===== src/rtl/lgge_pkg.sv =====
// Shared types and constants for the life grid generation engine.
package lgge_pkg;

  localparam int CFG_IDX_W  = 2;
  localparam int CFG_DATA_W = 7;

  // Configuration register indexes.
  localparam logic [CFG_IDX_W-1:0] CFG_ROWS_IN_USE = 2'd0;
  localparam logic [CFG_IDX_W-1:0] CFG_COLS_IN_USE = 2'd1;
  localparam logic [CFG_IDX_W-1:0] CFG_WRAP_MODE   = 2'd2;

  // Configuration values after reset.
  localparam logic [CFG_DATA_W-1:0] ROWS_RESET = 7'd64;
  localparam logic [CFG_DATA_W-1:0] COLS_RESET = 7'd64;
  localparam logic                  WRAP_RESET = 1'b1;

  // B3/S23 neighbor counts.
  localparam logic [3:0] BIRTH_COUNT   = 4'd3;
  localparam logic [3:0] SURVIVE_COUNT = 4'd2;

  typedef enum logic [1:0] {
    OP_WRITE   = 2'd0,
    OP_ADVANCE = 2'd1,
    OP_READ    = 2'd2
  } op_t;

  typedef struct packed {
    logic [1:0] opcode;
    logic [5:0] row_index;
    logic [5:0] col_index;
    logic       write_value;
  } in_item_t;

  typedef struct packed {
    logic       read_value;
    logic [1:0] op_done;
  } out_item_t;

  typedef enum logic [2:0] {
    S_CLEAR,
    S_IDLE,
    S_CELL_RD,
    S_CELL_WB,
    S_ADV_RD,
    S_ADV_DRAIN,
    S_DONE
  } state_t;

  typedef struct packed {
    logic clr;
    logic load;
    logic cell_rd;
    logic cell_wb;
    logic adv_rd;
    logic out_load;
  } dp_cmd_t;

  typedef struct packed {
    logic clr_last;
    logic rd_last;
    logic adv_done;
  } dp_stat_t;

endpackage


===== src/rtl/lgge_ctrl.sv =====
// Sequencer for the life grid engine: handshakes, clear pass and operation steps.
module lgge_ctrl
  import lgge_pkg::*;
(
  input  logic       clk,
  input  logic       rst_n,
  input  logic       in_valid,
  input  logic [1:0] in_op,
  output logic       in_ready,
  output logic       out_valid,
  input  logic       out_ready,
  input  dp_stat_t   stat,
  output dp_cmd_t    cmd
);

  state_t state_r, state_nxt;
  logic   out_valid_r, out_valid_nxt;

  always_ff @(posedge clk) begin
    if (!rst_n) begin
      state_r     <= S_CLEAR;
      out_valid_r <= 1'b0;
    end else begin
      state_r     <= state_nxt;
      out_valid_r <= out_valid_nxt;
    end
  end

  always_comb begin
    state_nxt = state_r;
    cmd       = '0;
    in_ready  = 1'b0;
    unique case (state_r)
      S_CLEAR: begin
        cmd.clr = 1'b1;
        if (stat.clr_last) state_nxt = S_IDLE;
      end
      S_IDLE: begin
        in_ready = 1'b1;
        if (in_valid) begin
          cmd.load = 1'b1;
          unique case (in_op)
            OP_WRITE, OP_READ: state_nxt = S_CELL_RD;
            OP_ADVANCE:        state_nxt = S_ADV_RD;
            default:           state_nxt = S_IDLE;
          endcase
        end
      end
      S_CELL_RD: begin
        cmd.cell_rd = 1'b1;
        state_nxt   = S_CELL_WB;
      end
      S_CELL_WB: begin
        cmd.cell_wb = 1'b1;
        state_nxt   = S_DONE;
      end
      S_ADV_RD: begin
        cmd.adv_rd = 1'b1;
        if (stat.rd_last) state_nxt = S_ADV_DRAIN;
      end
      S_ADV_DRAIN: begin
        if (stat.adv_done) state_nxt = S_DONE;
      end
      S_DONE: begin
        if (!out_valid_r || out_ready) begin
          cmd.out_load = 1'b1;
          state_nxt    = S_IDLE;
        end
      end
      default: state_nxt = S_IDLE;
    endcase
    out_valid_nxt = cmd.out_load | (out_valid_r & ~out_ready);
  end

  assign out_valid = out_valid_r;

endmodule


===== config.mk =====
export PLATFORM = sky130hd
export DESIGN_NAME = lgge_ctrl
export DESIGN_NICKNAME = d
export VERILOG_FILES = /design/src/rtl/lgge_pkg.sv /design/src/rtl/lgge_ctrl.sv
export SDC_FILE = /design/constraint.sdc
export NUM_CORES = 1
export LEC_CHECK = 0
export BUFFER_PORTS_ARGS = -buffer_cell sky130_fd_sc_hd__clkbuf_2
export CAP_MARGIN = 5
export CORE_MARGIN = 3
export CORE_UTILIZATION = 24
export DETAILED_ROUTE_END_ITERATION = 10
export GPL_TIMING_DRIVEN = 0
export SYNTH_ARGS = -nofsm -noshare
export SYNTH_HDL_FRONTEND = slang
export SYNTH_SLANG_ARGS = --single-unit

===== constraint.sdc =====
create_clock -name clk -period 1.59 [get_ports clk]
set_clock_uncertainty 0.2 [all_clocks]
set_input_delay 0.318 -clock clk [delete_from_list [all_inputs] [get_ports clk]]
set_output_delay 0.318 -clock clk [all_outputs]
set_load 0.005 [all_outputs]

# Word-level counts from Yosys, hierarchy flattened
# Cells that the tools add are included.
[word_totals]
ff_bits = 4
elab_cells = 40
input_bits = 9
[classes]
bitwise = 3
n_mux = 16
n_eq_ne = 13
reduce_logical = 6
[op_table]
columns = ["operator", "n"]
rows = [
  ["case mux 3 bit (7 select lines)", 1],
  ["two-way mux 3 bit", 5],
  ["inequality test 2 bit, second input constant", 5],
  ["equality test 3 bit, second input constant", 3],
  ["two-way mux 1 bit", 9],
  ["equality test 3 x 2 -> 1 bit, second input constant", 2],
  ["case mux 3 bit (2 select lines)", 1],
  ["AND reduction 5 bit", 1],
  ["equality test 3 x 1 -> 1 bit, second input constant", 1],
  ["logical NOT 3 bit", 1],
  ["equality test 2 x 1 -> 1 bit, second input constant", 1],
  ["equality test 2 bit, second input constant", 1],
  ["logical NOT 2 bit", 1],
  ["OR reduction 2 bit", 1],
  ["bitwise AND 1 bit", 1],
  ["logical NOT 1 bit", 1],
  ["logical OR 1 bit", 1],
  ["NOT 1 bit", 1],
  ["OR 1 bit", 1],
]

# Depth between registers and ports, before layout
# Gate-level depths: netlist of run 1.
[depth]
depth_word = 5
mapped_depth = 5
mapped_depth_nobuf = 4

# Least setup slack after synthesis of run 1
# No wires, ideal clock.
[synth_path]
kind = "register to output"
startpoint = "register state_r[0]"
endpoint = "output cmd[4] (netlist bit)"
n_path_buf = 1
t_arrival_ps = 886
path_slack_ps = 186
path_stages_with_launch = 4
cell_sequence = "dfxtp_1 -> buf_4 -> nor3b_1 -> and2_1"
[synth_rtl]
columns = ["element", "line", "text"]
rows = [
  ["start: declaration", "lgge_ctrl.sv:16", "state_t state_r, state_nxt;"],
  ["start signal: assignment", "lgge_ctrl.sv:24", "state_r <= state_nxt;"],
  ["end: declaration", "lgge_ctrl.sv:13", "output dp_cmd_t cmd"],
]

==> results.md, run 1 <==
- Status: finished, violations left
- Failing checks: negative setup slack
- Crit-path slowest cell: dfxtp_2
- Setup Viol. Count Final: 4
- Kind of end point of the critical path: output pin
- Combinational power share: 0.546
- Die X: 44.2 µm
- Max Fclk: 610 MHz
- CP top delay family: simple AND/OR/NAND/NOR gates
- Worst VDD drop: 0.426 mV
- Worst EP required: 1.07 ns
- Critical path buffers and inverters: 2
- Leak pwr: 0.298 nW
- Worst setup SP type: flop
- Worst path cell trace: buf_6 > nor3b_4 > and2_1 > clkbuf_2
- Total CTS buffers: 3
- Detail Placement HPWL: 598 µm
- Initial DRC count: 3
- Die height: 44.2 µm
- Via count: 388
- Leading area contributor after synthesis: dfxtp_1
- Ys Warns: 0
- Synth Instances: 40
- Clock slew at reported path FFs: 0.04 ns
- Mapped Area: 350 µm²
- Hold Crit Class: primary input to flop
- M3 GR Usage: 0.0488
- Fin. Hold Viols: 0
- Final wirelength: 945 µm
- Largest cells by area after synthesis: dfxtp_1 23%, mux2i_1 8.6%, and3b_2 5.7%, o21ai_4 4.6%, nand3_1 4.3%
- Initial antenna violation count: 0
- CORE AREA: 1330 µm²
- Layout fillers: 151
- GR Overflow Total: 0
- Syn Nets: 49
- Seq/Total Area, Yosys: 0.229
- CP max FO: 7
- Period Utilization, post-route: 1.03
- Pre-CTS WS: 0.115 ns
- Synthesized area per cell: 8.76 µm²
- Worst Path Arrival: 1.12 ns
- RSZ-0062 raised after global routing: true
- Max_slew headroom: 0.814
- Total I/O pin count: 17
- Drt drc: 0
- Grt met1 use: 0.110
- Routed vias/inst: 4.62
- CTS root buf: clkbuf_4
- Switching power: 0.000169 W
- Commonest cells after routing, fill and taps aside: 14 x clkbuf_2, 9 x buf_4
- Share of post-route cells with drive strength above 1: 0.681
- Number of distinct library cells after synthesis: 24
- N_diodes: 0
- Final ANT Viol Nets: 0
- Final net count: 80
- Longest Clk Path Bufs: 2
- Area grow syn2layout: 72.9%
- Max cap viols: 0
- H-tree Lvls: 1
- Post-layout min period: 1.64 ns
- Row count: 13
- GR Util met2: 0.177
- Initial core utilization: 0.263
- Final WS setup: -0.0489 ns
- GPL Wtd Cong: 0.771
- Flop pwr share: 0.233
- Sink Count: 4
- I/O Buffers: 16
- Post-synth top area share: 0.229
- PwrDens: 899 nW/µm²
- Tot GR Track Use: 0.101
- Pre-Repair DR Iteration Count: 2
- Worst Tran Pin Value: 0.279 ns
- Pins Over Slew Limit: 0
- Most common cell after layout, fill and taps aside: clkbuf_2
- #FFs+latches synth: 4
- PnR Total Power: 0.000545 W
- CTS tree: built
- Pin count of the biggest net entering global routing: 9
- Internal cell power: 0.000376 W
- CP peak stage delay: 0.31 ns
- Clock Power Share: 0.221
- First-pass GRT wire length: 1470 µm
- Die area: 1950 µm²
- Sw Ratio: 0.311
- Critical path class: flop to output pin
- DR WL/cell: 11.3 µm
- Number of global-route vias before repair: 374
- GRT busiest layer: met2
- Clk_lat worst skew: 0.23 ns
-- cell families (layout without fill, tap and decap cells) --
kind of cell	Yosys count	after routing	share of synthesized area
simple gates	24	24	0.454
flops	4	4	0.229
buf+inv	3	32	0.0750
mux	3	3	0.0857
compound gates	6	6	0.157
-- layer usage --
layer | share of wire | vias to the layer above | routed length (µm)
met2 | 0.54 | 9 | 513
met4 | 0 | 0 | 0
met1 | 0.40 | 176 | 380
met3 | 0.054 | 0 | 51
met5 | 0 | - | 0
li1 | - | 203 | -
-- cells in the mapped netlist, drive strengths merged --
master	number
a21boi	1
a21o	1
and2	1
and2b	1
and3b	2
buf	3
dfxtp	4
mux2i	3
nand2	3
nand2b	2
nand3	4
nand3b	1
nand4bb	1
nor2	2
nor2b	3
nor3	2
nor3b	2
o211ai	1
o21a	2
o21ai	1
-- layout make-up --
| type | instances | area, µm² | share of cell area |
|---|---|---|---|
| multi-input combinational | 33 | 279 | 0.461 |
| timing repair buffer | 26 | 168 | 0.277 |
| sequential | 4 | 83.8 | 0.138 |
| buffer | 3 | 33.8 | 0.0558 |
| clock buffer | 3 | 22.5 | 0.0372 |
| tap | 15 | 18.8 | 0.0310 |
-- metrics by stage --
step           hold slack [ns]   util  instances  area, µm²  setup TNS (ns)
2_1_floorplan            0.236      -         40        350               0
3_3_place_gp             0.405  0.337         71        449               0
3_5_place_dp             0.409  0.337         71        449               0
4_1_cts                  0.166  0.432         82        577         -0.0658
5_1_grt                  0.190  0.454         84        606          -0.427
6_report                 0.174  0.454         84        606         -0.0560
-- final timing paths --
kind | from | end | slack [ns] | depth (start not counted)
setup reg to reg | state_r[2] | state_r[1] | 0.16 | 7
setup / recovery | state_r[2] | cmd[4] | -0.05 | 4
hold reg to reg | out_valid | out_valid | 0.50 | 2
hold / removal | rst_n | out_valid | 0.17 | 2
-- state kept, by name, indices dropped and copies added, names as in the netlist --
signal and flops:
state_r 3, out_valid 1
-- power groups by stage --
stage	clock (W)	combinational (W)	sequential [W]
global route	0.000135	0.000327	0.000129
detailed placement	0	0.000197	0.000125
CTS	0.000127	0.000278	0.000125
global placement	0	0.000195	0.000125
floorplan	0	0.000140	0.000123
finish	0.000120	0.000297	0.000127
-- timing repair --
| action | 4_1_cts | 5_1_grt |
|---|---|---|
| endpoints found under the hold margin | 0 | 0 |
| endpoints found under the setup margin | 5 | 7 |
| gates resized for setup | 9 | 5 |
| hold buffers | 0 | 0 |
| pin swaps | 2 | 4 |
| setup buffers | 8 | 2 |
Note: power is estimated with default switching activity, not from simulation.
==> run 2: changes to the inputs <==
- SETUP_SLACK_MARGIN: unset -> 0.15
==> results.md, run 2 (synthesis gave the netlist of run 1 again) <==
- Post-Place Cell Area: 449 µm² (unchanged)
- DR WL/cell: 11.8 µm (was 11.3 µm)
- Failing checks: negative setup slack (unchanged)
- Clk_lat worst skew: 0.23 ns (about the same)
- Final WS setup: -0.0504 ns (was -0.0489 ns)
- Kind of end point of the critical path: output pin (unchanged)
- Combinational power share: 0.558 (was 0.546)
- Via count: 402 (was 388)
- Pre-CTS WS: 0.115 ns (unchanged)
- Crit-path slowest cell: dfxtp_2 (unchanged)
- Final ANT Viol Nets: 0 (unchanged)
- Initial antenna violation count: 0 (unchanged)
- Sw Ratio: 0.316 (was 0.311)
- Finished Cell Area: 621 µm² (was 606 µm²)
- Critical path buffers and inverters: 2 (unchanged)
- CP top delay family: simple AND/OR/NAND/NOR gates (unchanged)
- Max Fclk: 610 MHz (about the same)
- Final wirelength: 1010 µm (was 945 µm)
- Commonest cells after routing, fill and taps aside: 13 x clkbuf_2, 9 x buf_4, 4 x buf_6 (was 14 x clkbuf_2, 9 x buf_4)
- Max cap viols: 0 (unchanged)
- Pins Over Slew Limit: 0 (unchanged)
- Number of global-route vias before repair: 377 (was 374)
- Post-layout min period: 1.64 ns (about the same)
- Worst Path Arrival: 1.12 ns (about the same)
- CTS tree: built (unchanged)
- Worst Tran Pin Value: 0.279 ns (unchanged)
- Total CTS buffers: 3 (unchanged)
- Total I/O pin count: 17 (unchanged)
- Largest Register: state_r (unchanged)
- Pin count of the biggest net entering global routing: 9 (unchanged)
- Worst path cell trace: buf_6 > nor3b_4 > and2_1 > clkbuf_2 (unchanged)
- Tot GR Track Use: 0.101 (unchanged)
- GPL Wtd Cong: 0.771 (unchanged)
- H-tree Lvls: 1 (unchanged)
- First-pass GRT wire length: 1470 µm (unchanged)
- Sink Count: 4 (unchanged)
- Critical path class: flop to output pin (unchanged)
- Pre-Repair DR Iteration Count: 2 (unchanged)
- Longest Clk Path Bufs: 2 (unchanged)
- Area grow syn2layout: 77.1% (was 72.9%)
- Setup Viol. Count Final: 4 (unchanged)
- Hold bufs inserted after CTS: 0 (unchanged)
- CP peak stage delay: 0.32 ns (was 0.31 ns)
- Clock Power Share: 0.215 (was 0.221)
- Worst EP required: 1.07 ns (about the same)
- CTS root buf: clkbuf_4 (unchanged)
- Switching power: 0.000177 W (was 0.000169 W)
- Internal cell power: 0.000383 W (was 0.000376 W)
- Max_slew headroom: 0.814 (unchanged)
- Non-filler cells, final: 85 (was 84)
- Detail Placement HPWL: 598 µm (unchanged)
- Clock slew at reported path FFs: 0.04 ns (about the same)
- N_diodes: 0 (unchanged)
- CP max FO: 7 (unchanged)
- Share of post-route cells with drive strength above 1: 0.700 (was 0.681)
- Row count: 13 (unchanged)
- CORE AREA: 1330 µm² (unchanged)
- Drt drc: 0 (unchanged)
- Routed vias/inst: 4.73 (was 4.62)
- Initial DRC count: 5 (was 3)
- Status: finished, violations left (unchanged)
- Fin. Hold Viols: 0 (unchanged)
- Die height: 44.2 µm (unchanged)
- Period Utilization, post-route: 1.03 (about the same)
- Hold Crit Class: primary input to flop (unchanged)
- Die X: 44.2 µm (unchanged)
- Leak pwr: 0.305 nW (was 0.298 nW)
- RSZ-0062 raised after global routing: true (unchanged)
- Most common cell after layout, fill and taps aside: clkbuf_2 (unchanged)
- Die area: 1950 µm² (unchanged)
- Cell total after placement: 71 (unchanged)
- GR Overflow Total: 0 (unchanged)
- Final net count: 81 (was 80)
- Worst VDD drop: 0.434 mV (was 0.426 mV)
- Max reg flops: 3 (unchanged)
- I/O Buffers: 16 (unchanged)
- Worst setup SP type: flop (unchanged)
- PwrDens: 903 nW/µm² (was 899 nW/µm²)
- Initial core utilization: 0.263 (unchanged)
- Flop pwr share: 0.227 (was 0.233)
## run 2: per-stage QoR
| step | util | total power (W) | TNS [ns] | hold WS [ns] |
|---|---|---|---|---|
| 6_report | 0.465 | 0.000561 | -0.0674 | 0.173 |
| 5_1_grt | 0.465 | 0.000603 | -0.421 | 0.190 |
| 4_1_cts | 0.432 | 0.000530 | -0.0658 | 0.166 |
| 3_5_place_dp | 0.337 | 0.000322 | 0 | 0.409 |
| 3_3_place_gp | 0.337 | 0.000320 | 0 | 0.405 |
| 2_1_floorplan | - | 0.000262 | 0 | 0.236 |
## run 2: final timing paths
check | depth (start not counted) | slack (ns) | to | start
min | 2 | 0.17 | out_valid | rst_n
max reg2reg | 6 | 0.16 | state_r[1] | state_r[2]
min reg2reg | 2 | 0.50 | out_valid | out_valid
max | 4 | -0.05 | cmd[4] | state_r[2]
## run 2: layout make-up
| cell class | instances | area (µm²) |
|---|---|---|
| Fill cell | 147 | 713 |
| Multi-Input combinational cell | 33 | 283 |
| Timing Repair Buffer | 27 | 179 |
| Sequential cell | 4 | 83.8 |
| Buffer | 3 | 33.8 |
| Clock buffer | 3 | 22.5 |
| Tap cell | 15 | 18.8 |
## run 2: power by group through the flow
stage	combinational, W	clock (W)	sequential [W]
after floorplan	0.000140	0	0.000123
after global placement	0.000195	0	0.000125
after detailed placement	0.000197	0	0.000125
after CTS	0.000278	0.000127	0.000125
after global routing	0.000340	0.000135	0.000129
final	0.000313	0.000121	0.000127
## run 2: timing repair
item / CTS / global route
endpoints found under the setup margin: 7 / 10
pin swaps: 2 / 6
setup buffers: 8 / 3
resized for setup: 9 / 9
## run 2: metal layers
| layer | track usage | wire length [µm] |
|---|---|---|
| met5 | 0 | 0 |
| met4 | 0.0181 | 0 |
| met3 | 0.0488 | 51 |
| met2 | 0.177 | 555 |
| met1 | 0.110 | 399 |
==> run 3: changes to the inputs <==
- clock period: 1.59 -> 1.9 ns (I/O delays scaled with it)
==> results.md, run 3 (synthesis gave the netlist of run 1 again) <==
- Final net count: 79 (was 81)
- Crit-path slowest cell: dfxtp_4 (was dfxtp_2)
- CP top delay family: flip-flops (was simple AND/OR/NAND/NOR gates)
- PnR Total Power: 0.000434 W (was 0.000561 W)
- Finished Cell Area: 574 µm² (was 621 µm²)
- Worst Tran Pin Value: 0.217 ns (was 0.279 ns)
- Hold Crit Class: primary input to flop (unchanged)
- Kind of end point of the critical path: output pin (unchanged)
- Setup Viol. Count Final: 0 (was 4)
- Min-Delay Endpoint: out_valid (unchanged)
- Max cap viols: 0 (unchanged)
- Die area: 1950 µm² (unchanged)
- Die height: 44.2 µm (unchanged)
- Worst Path Arrival: 1.12 ns (about the same)
- CP max FO: 8 (was 7)
- CP peak stage delay: 0.34 ns (was 0.32 ns)
- Leak pwr: 0.289 nW (was 0.305 nW)
- DR WL/cell: 10.5 µm (was 11.8 µm)
- Die X: 44.2 µm (unchanged)
- Row count: 13 (unchanged)
- Non-filler cells, final: 83 (was 85)
- I/O Buffers: 16 (unchanged)
- CORE AREA: 1330 µm² (unchanged)
- Pin count of the biggest net entering global routing: 11 (was 9)
- CTS tree: built (unchanged)
- Area grow syn2layout: 63.9% (was 77.1%)
- Cell total after placement: 71 (unchanged)
- Longest Clk Path Bufs: 2 (unchanged)
- Sink Count: 4 (unchanged)
- Total CTS buffers: 3 (unchanged)
- R2R cell count: 7 (was 6)
- Worst EP required: 1.32 ns (was 1.07 ns)
- Final hold slack: 0.234 ns (was 0.173 ns)
- GR Overflow Total: 0 (unchanged)
- Final ANT Viol Nets: 0 (unchanged)
- Clock slew at reported path FFs: 0.04 ns (about the same)
- N_diodes: 0 (unchanged)
- Final wirelength: 872 µm (was 1010 µm)
- Reg-to-Reg End: state_r[1] (unchanged)
- Max Fclk: 588 MHz
- H-tree Lvls: 1 (unchanged)
- Setup TNS Final: 0 ns (was -0.0674 ns)
- CTS root buf: clkbuf_4 (unchanged)
- Max reg flops: 3 (unchanged)
- RSZ-0062 raised after global routing: true (unchanged)
- Number of global-route vias before repair: 333 (was 377)
- Share of post-route cells with drive strength above 1: 0.662 (was 0.700)
- Worst Hold Depth: 2 (unchanged)
- Drt drc: 0 (unchanged)
- Commonest cells after routing, fill and taps aside: 16 x clkbuf_2, 8 x buf_4 (was 13 x clkbuf_2, 9 x buf_4, 4 x buf_6)
- Critical path buffers and inverters: 2 (unchanged)
- Pins Over Slew Limit: 0 (unchanged)
- Max_slew headroom: 0.854 (was 0.814)
- GPL Wtd Cong: 0.771 (unchanged)
- Initial core utilization: 0.263 (unchanged)
- Worst path cell trace: buf_6 > nor3b_4 > and2_1 > clkbuf_2 (unchanged)
- Clk_lat worst skew: 0.23 ns (about the same)
- Via count: 378 (was 402)
- Tot GR Track Use: 0.0916 (was 0.101)
- Most common cell after layout, fill and taps aside: clkbuf_2 (unchanged)
- Initial antenna violation count: 0 (unchanged)
- Post-layout min period: 1.70 ns
- Status: finished, final reports clean (was finished, violations left)
- Largest Register: state_r (unchanged)
- Fin. Hold Viols: 0 (unchanged)
- Worst setup SP type: flop (unchanged)
- Reg-to-reg critical path startpoint: state_r[2] (unchanged)
- Worst VDD drop: 0.351 mV (was 0.434 mV)
- Pre-Repair DR Iteration Count: 3 (was 2)
- HP Start: rst_n (unchanged)
- Initial DRC count: 2 (was 5)
- PwrDens: 755 nW/µm² (was 903 nW/µm²)
- Period Utilization, post-route: 0.894
- Detail Placement HPWL: 598 µm (unchanged)
- Slack of the worst reg-to-reg path: 0.39 ns (was 0.16 ns)
- Critical path class: flop to output pin (unchanged)
- Routed vias/inst: 4.55 (was 4.73)
- Post-Place Cell Area: 449 µm² (unchanged)
- First-pass GRT wire length: 1320 µm (was 1470 µm)
- Total I/O pin count: 17 (unchanged)
[run 3: report_power, final]
part / internal, W / switching [W] / leakage [nW] / total [W]
Combinational: 0.000131 / 0.0000939 / 0.241 / 0.000225
Clock: 0.0000704 / 0.0000306 / 0.0138 / 0.000101
Sequential: 0.0000986 / 0.00000973 / 0.0341 / 0.000108
[run 3: area by class of cell]
class	instances	area, µm²
plain buffers	3	33.8
clock buffers	3	22.5
fillers	156	759
multi-input cells	33	268
flip-flops and latches	4	86.3
well taps	15	18.8
repair buffers	25	145
[run 3: stage by stage]
stage | worst slack [ns] | utilization
2_1_floorplan | 0.434 | -
3_3_place_gp | 0.373 | 0.337
3_5_place_dp | 0.363 | 0.337
4_1_cts | 0.158 | 0.362
5_1_grt | 0.127 | 0.431
6_report | 0.200 | 0.431
[run 3: worst reg2reg max path, cell delays in order (launching register included)]
cell and delay [ns]:
dfxtp_2 0.32, buf_6 0.13, buf_4 0.13, buf_4 0.13, mux2i_1 0.13, nand3b_1 0.12
nand3_2 0.10, mux2i_1 0.18
[run 3: worst max-delay path by stage]
| stage | startpoint | endpoint | slack [ns] | cells after the start |
|---|---|---|---|---|
| finish | state_r[1] | cmd[4] | 0.20 | 4 |
| global route | state_r[1] | cmd[4] | 0.13 | 4 |
| CTS | state_r[0] | cmd[4] | 0.16 | 4 |
| detailed placement | state_r[0] | cmd[4] | 0.36 | 4 |
| global placement | state_r[0] | cmd[4] | 0.37 | 4 |
| floorplan | state_r[0] | cmd[4] | 0.43 | 3 |
[run 3: layer usage]
layer / global-route usage / wire, µm
met5: 0 / 0
met3: 0.0488 / 48
met1: 0.0976 / 389
met2: 0.160 / 434
met4: 0.0181 / 0
[run 3: timing repair]
action / 4_1_cts / 5_1_grt
resized for setup: 3 / 8
pin swaps: 0 / 1
hold buffers: 0 / 0
setup endpoints to repair: 3 / 3
gates cloned: 0 / 1
setup buffers: 0 / 8
